==> src/hw/rtl/bba_pkg.sv <==
// ----------------------------------------------------------------------------
// bba_pkg
// Shared types and codes for the bitmap block allocator.
// ----------------------------------------------------------------------------
package bba_pkg;

	typedef logic [1:0] status_t;

	localparam status_t STATUS_OK       = 2'd0;
	localparam status_t STATUS_NO_SPACE = 2'd1;
	localparam status_t STATUS_BAD      = 2'd2;

	localparam int unsigned BLK_W   = 10;
	localparam int unsigned COUNT_W = 7;
	localparam int unsigned TOTAL_W = 11;

	localparam logic [TOTAL_W-1:0] TOTAL_RESET = 11'd1024;

	typedef enum logic [3:0] {
		S_CLEAR,
		S_IDLE,
		S_RECOUNT_RD,
		S_RECOUNT_CHK,
		S_ALLOC_RD,
		S_ALLOC_CHK,
		S_FREE_RD,
		S_FREE_CHK,
		S_RESP
	} bba_state_t;

endpackage

==> src/hw/rtl/bba_if.sv <==
// ----------------------------------------------------------------------------
// bba_if
// Valid/ready channels of the bitmap block allocator: request, result and
// configuration write.
// ----------------------------------------------------------------------------
interface bba_req_if;
	import bba_pkg::*;

	logic               valid;
	logic               ready;
	logic               func;
	logic [COUNT_W-1:0] count;
	logic [BLK_W-1:0]   block_number;

	modport source (output valid, output func, output count, output block_number,
		input ready);
	modport sink (input valid, input func, input count, input block_number,
		output ready);
endinterface

interface bba_rsp_if;
	import bba_pkg::*;

	logic               valid;
	logic               ready;
	logic [BLK_W-1:0]   block_number_out;
	status_t            status;
	logic               last;
	logic [TOTAL_W-1:0] free_left;

	modport source (output valid, output block_number_out, output status,
		output last, output free_left, input ready);
	modport sink (input valid, input block_number_out, input status,
		input last, input free_left, output ready);
endinterface

interface bba_cfg_if;
	import bba_pkg::*;

	logic               valid;
	logic               ready;
	logic [TOTAL_W-1:0] data;

	modport source (output valid, output data, input ready);
	modport sink (input valid, input data, output ready);
endinterface

==> src/hw/rtl/bba_ram.sv <==
// ----------------------------------------------------------------------------
// bba_ram
// Generic single-write, single-read RAM with registered read data.
// ----------------------------------------------------------------------------
module bba_ram #(
	parameter int WIDTH = 1,
	parameter int DEPTH = 1024
) (
	input  logic                     clk,
	input  logic                     we,
	input  logic [$clog2(DEPTH)-1:0] waddr,
	input  logic [WIDTH-1:0]         wdata,
	input  logic                     re,
	input  logic [$clog2(DEPTH)-1:0] raddr,
	output logic [WIDTH-1:0]         rdata
);

	logic [WIDTH-1:0] mem [DEPTH];

	always_ff @(posedge clk) begin
		if (we) begin
			mem[waddr] <= wdata;
		end
		if (re) begin
			rdata <= mem[raddr];
		end
	end

endmodule

==> src/hw/rtl/bitmap_block_allocator.sv <==
// ----------------------------------------------------------------------------
// bitmap_block_allocator
// First-fit block allocator over a used-block bitmap held in RAM.
// ----------------------------------------------------------------------------
// Channels: req carries func/count/block_number, rsp returns one beat per
// allocated block (last on the final one), or a single beat for a free or a
// failed request. cfg writes total_blocks; the bitmap is kept and the free
// count is recounted by a sweep that reads and then checks each managed block.
// The bitmap is read one bit per RAM access, a read then a check state per
// block inspected. An allocate scans from block 0 to the highest block it
// takes, a free inspects its own block only, a rejected request none; any
// rsp stall adds to each. req is not ready while a request or a recount is
// in progress. After reset a clearing pass writes every bitmap entry, during
// which req is held off; cfg writes are still taken.
// rsp has an output register: a stalled receiver holds the sequencer only
// when the next beat is ready to go.
// ----------------------------------------------------------------------------
module bitmap_block_allocator #(
	parameter int NUM_BLOCKS = 1024,
	parameter int MAX_RUN    = 64
) (
	input  logic     clk,
	input  logic     arst_n,
	bba_req_if.sink  req,
	bba_rsp_if.source rsp,
	bba_cfg_if.sink  cfg
);
	import bba_pkg::*;

	localparam int AW = $clog2(NUM_BLOCKS);
	localparam int TW = (AW + 1 > TOTAL_W) ? AW + 1 : TOTAL_W;
	localparam logic [TW-1:0] NB       = TW'(NUM_BLOCKS);
	localparam logic [TW-1:0] LAST_IDX = TW'(NUM_BLOCKS - 1);
	localparam logic [TW-1:0] ONE      = TW'(1);

	function automatic logic [TW-1:0] eff_of(input logic [TOTAL_W-1:0] v);
		logic [TW-1:0] ext;
		ext = TW'(v);
		return (ext > NB) ? NB : ext;
	endfunction

	bba_state_t state_q, state_d;

	logic [TW-1:0]      idx_q, free_q, cnt_q, eff_q;
	logic [COUNT_W-1:0] k_q, req_cnt_q;
	status_t            resp_status_q;
	logic [BLK_W-1:0]   resp_blk_q;

	logic               rsp_valid_q;
	logic [BLK_W-1:0]   rsp_blk_q;
	status_t            rsp_status_q;
	logic               rsp_last_q;
	logic [TOTAL_W-1:0] rsp_free_q;

	logic cfg_fire, in_fire, slot_free, bit_used;
	logic count_bad, blk_bad, short_free;
	logic [TW-1:0] blk_ext;
	logic alloc_last;

	logic             ram_we, ram_wdata, ram_re;
	logic [0:0]       ram_rdata;
	logic             emit;
	logic [BLK_W-1:0] emit_blk;
	status_t          emit_status;
	logic             emit_last;
	logic [TW-1:0]    emit_free;

	assign cfg.ready = state_q inside {S_CLEAR, S_IDLE, S_RECOUNT_RD, S_RECOUNT_CHK};
	assign req.ready = (state_q == S_IDLE) && !cfg.valid;
	assign cfg_fire  = cfg.valid && cfg.ready;
	assign in_fire   = req.valid && req.ready;
	assign slot_free = !rsp_valid_q || rsp.ready;
	assign bit_used  = ram_rdata[0];

	assign blk_ext    = TW'(req.block_number);
	assign blk_bad    = blk_ext >= eff_q;
	assign count_bad  = (req.count == '0) || (req.count > COUNT_W'(MAX_RUN));
	assign short_free = free_q < TW'(req.count);
	assign alloc_last = (k_q + 1'b1) == req_cnt_q;

	bba_ram #(
		.WIDTH(1),
		.DEPTH(NUM_BLOCKS)
	) u_map (
		.clk  (clk),
		.we   (ram_we),
		.waddr(idx_q[AW-1:0]),
		.wdata(ram_wdata),
		.re   (ram_re),
		.raddr(idx_q[AW-1:0]),
		.rdata(ram_rdata)
	);

	// next state
	always_comb begin
		state_d = state_q;
		case (state_q)
			S_CLEAR: begin
				if (idx_q == LAST_IDX) state_d = S_IDLE;
			end
			S_IDLE: begin
				if (cfg_fire) begin
					state_d = S_RECOUNT_RD;
				end else if (in_fire) begin
					if (req.func) state_d = blk_bad ? S_RESP : S_FREE_RD;
					else if (count_bad || short_free) state_d = S_RESP;
					else state_d = S_ALLOC_RD;
				end
			end
			S_RECOUNT_RD: begin
				if (cfg_fire) state_d = S_RECOUNT_RD;
				else if (idx_q >= eff_q) state_d = S_IDLE;
				else state_d = S_RECOUNT_CHK;
			end
			S_RECOUNT_CHK: state_d = S_RECOUNT_RD;
			S_ALLOC_RD:    state_d = S_ALLOC_CHK;
			S_ALLOC_CHK: begin
				if (bit_used) state_d = S_ALLOC_RD;
				else if (slot_free) state_d = alloc_last ? S_IDLE : S_ALLOC_RD;
			end
			S_FREE_RD: state_d = S_FREE_CHK;
			S_FREE_CHK: begin
				if (slot_free) state_d = S_IDLE;
			end
			S_RESP: begin
				if (slot_free) state_d = S_IDLE;
			end
			default: state_d = S_IDLE;
		endcase
	end

	// RAM control and result beat
	always_comb begin
		ram_we      = 1'b0;
		ram_wdata   = 1'b0;
		ram_re      = 1'b0;
		emit        = 1'b0;
		emit_blk    = resp_blk_q;
		emit_status = resp_status_q;
		emit_last   = 1'b1;
		emit_free   = free_q;
		case (state_q)
			S_CLEAR: ram_we = 1'b1;
			S_RECOUNT_RD, S_ALLOC_RD, S_FREE_RD: ram_re = 1'b1;
			S_ALLOC_CHK: begin
				if (!bit_used && slot_free) begin
					ram_we    = 1'b1;
					ram_wdata = 1'b1;
					emit      = 1'b1;
				end
				emit_blk    = idx_q[BLK_W-1:0];
				emit_status = STATUS_OK;
				emit_last   = alloc_last;
				emit_free   = free_q - ONE;
			end
			S_FREE_CHK: begin
				ram_we      = slot_free && bit_used;
				emit        = slot_free;
				emit_status = STATUS_OK;
				emit_free   = free_q + TW'(bit_used);
			end
			S_RESP: emit = slot_free;
			default: ;
		endcase
	end

	always_ff @(posedge clk or negedge arst_n) begin
		if (!arst_n) begin
			state_q       <= S_CLEAR;
			idx_q         <= '0;
			free_q        <= '0;
			cnt_q         <= '0;
			eff_q         <= eff_of(TOTAL_RESET);
			k_q           <= '0;
			req_cnt_q     <= '0;
			resp_status_q <= STATUS_OK;
			resp_blk_q    <= '0;
		end else begin
			state_q <= state_d;
			if (cfg_fire) eff_q <= eff_of(cfg.data);
			case (state_q)
				S_CLEAR: begin
					idx_q <= idx_q + ONE;
					if (idx_q == LAST_IDX) free_q <= cfg_fire ? eff_of(cfg.data) : eff_q;
				end
				S_IDLE: begin
					if (cfg_fire) begin
						idx_q <= '0;
						cnt_q <= '0;
					end else if (in_fire) begin
						req_cnt_q  <= req.count;
						k_q        <= '0;
						idx_q      <= req.func ? blk_ext : '0;
						resp_blk_q <= req.func ? req.block_number : '0;
						if (req.func || count_bad) resp_status_q <= STATUS_BAD;
						else resp_status_q <= STATUS_NO_SPACE;
					end
				end
				S_RECOUNT_RD, S_RECOUNT_CHK: begin
					if (cfg_fire) begin
						idx_q <= '0;
						cnt_q <= '0;
					end else if (state_q == S_RECOUNT_CHK) begin
						cnt_q <= cnt_q + TW'(!bit_used);
						idx_q <= idx_q + ONE;
					end else if (idx_q >= eff_q) begin
						free_q <= cnt_q;
					end
				end
				S_ALLOC_CHK: begin
					if (bit_used) begin
						idx_q <= idx_q + ONE;
					end else if (slot_free) begin
						idx_q  <= idx_q + ONE;
						free_q <= free_q - ONE;
						k_q    <= k_q + 1'b1;
					end
				end
				S_FREE_CHK: begin
					if (slot_free && bit_used) free_q <= free_q + ONE;
				end
				default: ;
			endcase
		end
	end

	always_ff @(posedge clk or negedge arst_n) begin
		if (!arst_n) begin
			rsp_valid_q <= 1'b0;
		end else if (emit) begin
			rsp_valid_q <= 1'b1;
		end else if (rsp.ready) begin
			rsp_valid_q <= 1'b0;
		end
	end

	always_ff @(posedge clk) begin
		if (emit) begin
			rsp_blk_q    <= emit_blk;
			rsp_status_q <= emit_status;
			rsp_last_q   <= emit_last;
			rsp_free_q   <= emit_free[TOTAL_W-1:0];
		end
	end

	assign rsp.valid            = rsp_valid_q;
	assign rsp.block_number_out = rsp_blk_q;
	assign rsp.status           = rsp_status_q;
	assign rsp.last             = rsp_last_q;
	assign rsp.free_left        = rsp_free_q;

endmodule

==> src/flat_wrapper.sv <==
// flat-port wrapper written by rule: the top's interface ports become plain ports
module bitmap_block_allocator_flat import bba_pkg::*;
#(
	parameter int NUM_BLOCKS = 1024,
	parameter int MAX_RUN    = 64
)
  (clk, arst_n, req_valid, req_func, req_count, req_block_number, req_ready, rsp_valid, rsp_block_number_out, rsp_status, rsp_last, rsp_free_left, rsp_ready, cfg_valid, cfg_data, cfg_ready);
  bba_req_if req_i ();
  bba_rsp_if rsp_i ();
  bba_cfg_if cfg_i ();
  input  logic clk;
  input  logic arst_n;
  input wire logic [$bits(req_i.valid)-1:0] req_valid;
  input wire logic [$bits(req_i.func)-1:0] req_func;
  input wire logic [$bits(req_i.count)-1:0] req_count;
  input wire logic [$bits(req_i.block_number)-1:0] req_block_number;
  output wire logic [$bits(req_i.ready)-1:0] req_ready;
  output wire logic [$bits(rsp_i.valid)-1:0] rsp_valid;
  output wire logic [$bits(rsp_i.block_number_out)-1:0] rsp_block_number_out;
  output wire logic [$bits(rsp_i.status)-1:0] rsp_status;
  output wire logic [$bits(rsp_i.last)-1:0] rsp_last;
  output wire logic [$bits(rsp_i.free_left)-1:0] rsp_free_left;
  input wire logic [$bits(rsp_i.ready)-1:0] rsp_ready;
  input wire logic [$bits(cfg_i.valid)-1:0] cfg_valid;
  input wire logic [$bits(cfg_i.data)-1:0] cfg_data;
  output wire logic [$bits(cfg_i.ready)-1:0] cfg_ready;
  assign req_i.valid = req_valid;
  assign req_i.func = req_func;
  assign req_i.count = req_count;
  assign req_i.block_number = req_block_number;
  assign req_ready = req_i.ready;
  assign rsp_valid = rsp_i.valid;
  assign rsp_block_number_out = rsp_i.block_number_out;
  assign rsp_status = rsp_i.status;
  assign rsp_last = rsp_i.last;
  assign rsp_free_left = rsp_i.free_left;
  assign rsp_i.ready = rsp_ready;
  assign cfg_i.valid = cfg_valid;
  assign cfg_i.data = cfg_data;
  assign cfg_ready = cfg_i.ready;
  bitmap_block_allocator #(.NUM_BLOCKS(NUM_BLOCKS), .MAX_RUN(MAX_RUN)) u_core (.clk(clk), .arst_n(arst_n), .req(req_i), .rsp(rsp_i), .cfg(cfg_i));
endmodule
==> config.mk <==
export PLATFORM = sky130hd
export DESIGN_NAME = bitmap_block_allocator_flat
export DESIGN_NICKNAME = d
export VERILOG_FILES = /design/src/hw/rtl/bba_pkg.sv /design/src/hw/rtl/bba_if.sv /design/src/hw/rtl/bba_ram.sv /design/src/hw/rtl/bitmap_block_allocator.sv /design/src/flat_wrapper.sv
export SDC_FILE = /design/constraint.sdc
export NUM_CORES = 2
export LEC_CHECK = 0
export BUFFER_PORTS_ARGS = -buffer_cell sky130_fd_sc_hd__buf_2
export CORE_ASPECT_RATIO = 0.75
export CORE_MARGIN = 2
export CORE_UTILIZATION = 45
export CTS_BUF_LIST = sky130_fd_sc_hd__clkbuf_8
export CTS_CLUSTER_SIZE = 16
export DETAILED_ROUTE_END_ITERATION = 16
export MAX_ROUTING_LAYER = met4
export PLACE_DENSITY_LB_ADDON = 0.2
export REMOVE_ABC_BUFFERS = 1
export SLEW_MARGIN = 20
export SYNTH_ARGS = -nofsm -noshare
export SYNTH_HDL_FRONTEND = slang
export SYNTH_SLANG_ARGS = --single-unit
==> constraint.sdc <==
create_clock -name clk -period 17.5 [get_ports clk]
set_clock_uncertainty 0.05 [all_clocks]
set_input_delay 2.625 -clock clk [delete_from_list [all_inputs] [get_ports clk]]
set_output_delay 2.625 -clock clk [all_outputs]
set_load 0.01 [all_outputs]
==> reports/qor.txt <==
TritonRoute pass-1 iters = 6
Initial antenna violation count = 4
Crit. End Element = output port
Max Fanout on Critical Path = 14
Pwr dens = 133 nW/um^2
Routed WL = 157,000 um
Clock Tree Root = clkbuf_8
TritonCTS clock tree = done
Area Overhead vs Synth = 9.14%
Max-slew headroom = 15.9%
TNS Setup = 0 ps
Crit path required time = 14,830 ps
Worst-Skew Late Latency = 870 ps
Die height = 294 um
Hpwl dp = 80,500 um
Row count = 106
Pre-CTS WS = 11,190 ps
Buffers on Ports = 60
Leak = 0.0184 uW
CP Cell Sequence = buf_2 -> nor2_1 -> nand2_1 -> inv_1 -> buf_2
Min Tclk post-route = 6240 ps
FFs w/ async S/R, synth = 6.67%
Htree depth = 4
TritonCTS Sinks = 1,124
Max-cap violations = 0
Num CTS Buffers = 171
Hold Path Class = reg2reg
Crit Path Class = in2out
Largest net degree at the start of global routing = 307
Top post-synthesis cells by area = edfxtp_1, mux2i_1, nor2_1
Die footprint = 115,000 um^2
Number of flops mapped to enable cells by yosys = 1,049
Placer Congestion = 0.882
Synthesis warning total = 0
Fmax = 0.160 GHz
Crit-path leading delay family = buffers and inverters
Status = finished, final reports clean
Initial Utilization = 45.3%
Critical path's slowest cell = inv_1
Total GRT Usage = 28.0%
Final hold vios = 0
Ratio of cells with drive above 1 in the final layout = 11.0%
Max incr delay on CP = 220 ps
GRT overflow = 0
Post-CTS Hold Buffers = 0
Post-DRT Antenna Nets = 0
Vias/cell = 6.02
Register area share after synthesis = 66.2%
Yosys top cell area share = 62.4%
CP most frequent cell = buf_2
Critical path buffers and inverters = 3
CTS resizes = 0
Core area = 111,000 um^2
Most frequent cells in the layout = nor2_1, edfxtp_1, mux2i_1
DRC Markers = 0
Post-synthesis instance area = 50,400 um^2
Worst Tran Pin Value = 1260 ps
RSZ-0062 raised after global routing = false
Nets = 4,102
Die width = 391 um
Global-route wire length before repair = 223,000 um
Arrival time worst endpoint = 3560 ps
Post-CTS setup buffers = 0
FF+latch count, synth = 1,124
Ys flop type = edfxtp_1
Fin crit share = 35.6%
Vias = 33.9k
Most common cell after layout, fill and taps aside = nor2_1
Crit start category = input pin
IO Pins = 61
Setup Viol. Count Final = 0
Post-route setup slack = 11,260 ps
DR iter-0 viols = 4,729
Clock transition at path regs = 60 ps
Synth Area per Inst = 12.4 um^2
Yosys cell types = 77
Routed WL per cell = 27.9 um
Gate Count Post-Synth = 4,066
Max VDD drop = 0.112 mV
Max Root-Sink Buffers = 3
Slew Viols, Final = 0
Cell taking the most area after synthesis = edfxtp_1
Vias in the first global route = 31.5k
## final cells by class
type	count	area (um^2)
clock inverter	133	638
tap	1458	1820
fill	9964	56200
multi-input combinational	2546	15500
timing repair buffer	151	1080
inverter	36	143
clock buffer	176	2420
sequential	1124	33400
antenna	4	10.0
## cells by family after synthesis
logic type,Yosys count,share of synthesized area [%]
AND/OR/NAND/NOR,1521,12.6
flip-flops,1124,66.2
multiplexers,495,10.5
AO/OA/AOI/OAI,465,5.83
buffers and inverters,396,3.49
adder cells (fa/ha/maj),38,0.943
XOR/XNOR,27,0.523
## sequential cells by signal, indices dropped and copies added (netlist names), 2 cells and up
name                         cells
u_core.idx_q                    11
u_core.rsp.free_left            11
u_core.state_q                   4
u_core.cnt_q                    11
u_core.rsp.status                2
u_core.u_map.mem              1024
u_core.rsp.block_number_out     10
u_core.k_q                       7
u_core.resp_status_q             2
u_core.req_cnt_q                 7
u_core.free_q                   11
u_core.resp_blk_q               10
u_core.eff_q                    11
## synth_stat cells, types with 17 or more instances
| library cell | instances |
|---|---|
| or4_1 | 26 |
| inv_1 | 35 |
| buf_4 | 33 |
| nor2_1 | 1095 |
| ha_1 | 38 |
| dfrtp_1 | 74 |
| nand3_1 | 54 |
| edfxtp_1 | 1049 |
| clkbuf_1 | 260 |
| nor4_1 | 33 |
| nand2b_1 | 17 |
| buf_2 | 44 |
| nand2_1 | 193 |
| nor3_1 | 23 |
| and3_1 | 21 |
| a21oi_1 | 37 |
| o21ai_0 | 93 |
| o22ai_1 | 229 |
| mux2i_1 | 461 |
| mux4_2 | 25 |
## worst paths after layout
kind,depth (start not counted),startpoint,slack [ps],to
max in group asynchronous,1,arst_n,15100,u_core.idx_q[1]$_DFFE_PN0P_
max,5,cfg_valid,11260,req_ready
min,2,u_core.resp_blk_q[3]$_DFFE_PN0P_,420,u_core.resp_blk_q[3]$_DFFE_PN0P_
max reg2reg,11,u_core.idx_q[1]$_DFFE_PN0P_,12160,u_core.u_map.rdata$_DFFE_PP_
min in group asynchronous,1,arst_n,1760,u_core.idx_q[2]$_DFFE_PN0P_
min reg2reg,2,u_core.resp_blk_q[3]$_DFFE_PN0P_,420,u_core.resp_blk_q[3]$_DFFE_PN0P_
## worst reg2reg max path, stage by stage (launching register included)
cell,delay [ps]
dfrtp_4,860
buf_12,660
buf_12,590
buf_4,910
mux2i_1,320
o22ai_1,110
or4_1,550
nor2_1,190
o22ai_1,150
nor4_1,290
and4b_1,230
o2111ai_1,140
## per-layer routing
metal | vias to the layer above | share of wire [%] | global-route usage [%]
li1 | 14697 | - | -
met1 | 17153 | 43 | 40.4
met2 | 1773 | 43 | 39.0
met3 | 267 | 11 | 6.87
met4 | 0 | 2.5 | 8.39
met5 | - | 0 | -
## power by group
part | switching (uW) | internal (uW)
Combinational | 1390 | 689
Sequential | 133 | 3080
Clock | 1060 | 966
Total | 2580 | 4740
## through the flow
step           std cells  utilization [%]  area (um^2)  total power, uW  hold WS (ps)
3_5_place_dp        5314             46.7        51900             5290           407
5_1_grt             5628             49.5        55100             7570           446
2_1_floorplan       3706                -        48800             5390           389
6_report            5628             49.5        55100             7320           416
4_1_cts             5623             49.4        55000             7290           421
3_3_place_gp        5314             46.7        51900             5280           400
Note: power is estimated with default switching activity, not from simulation.
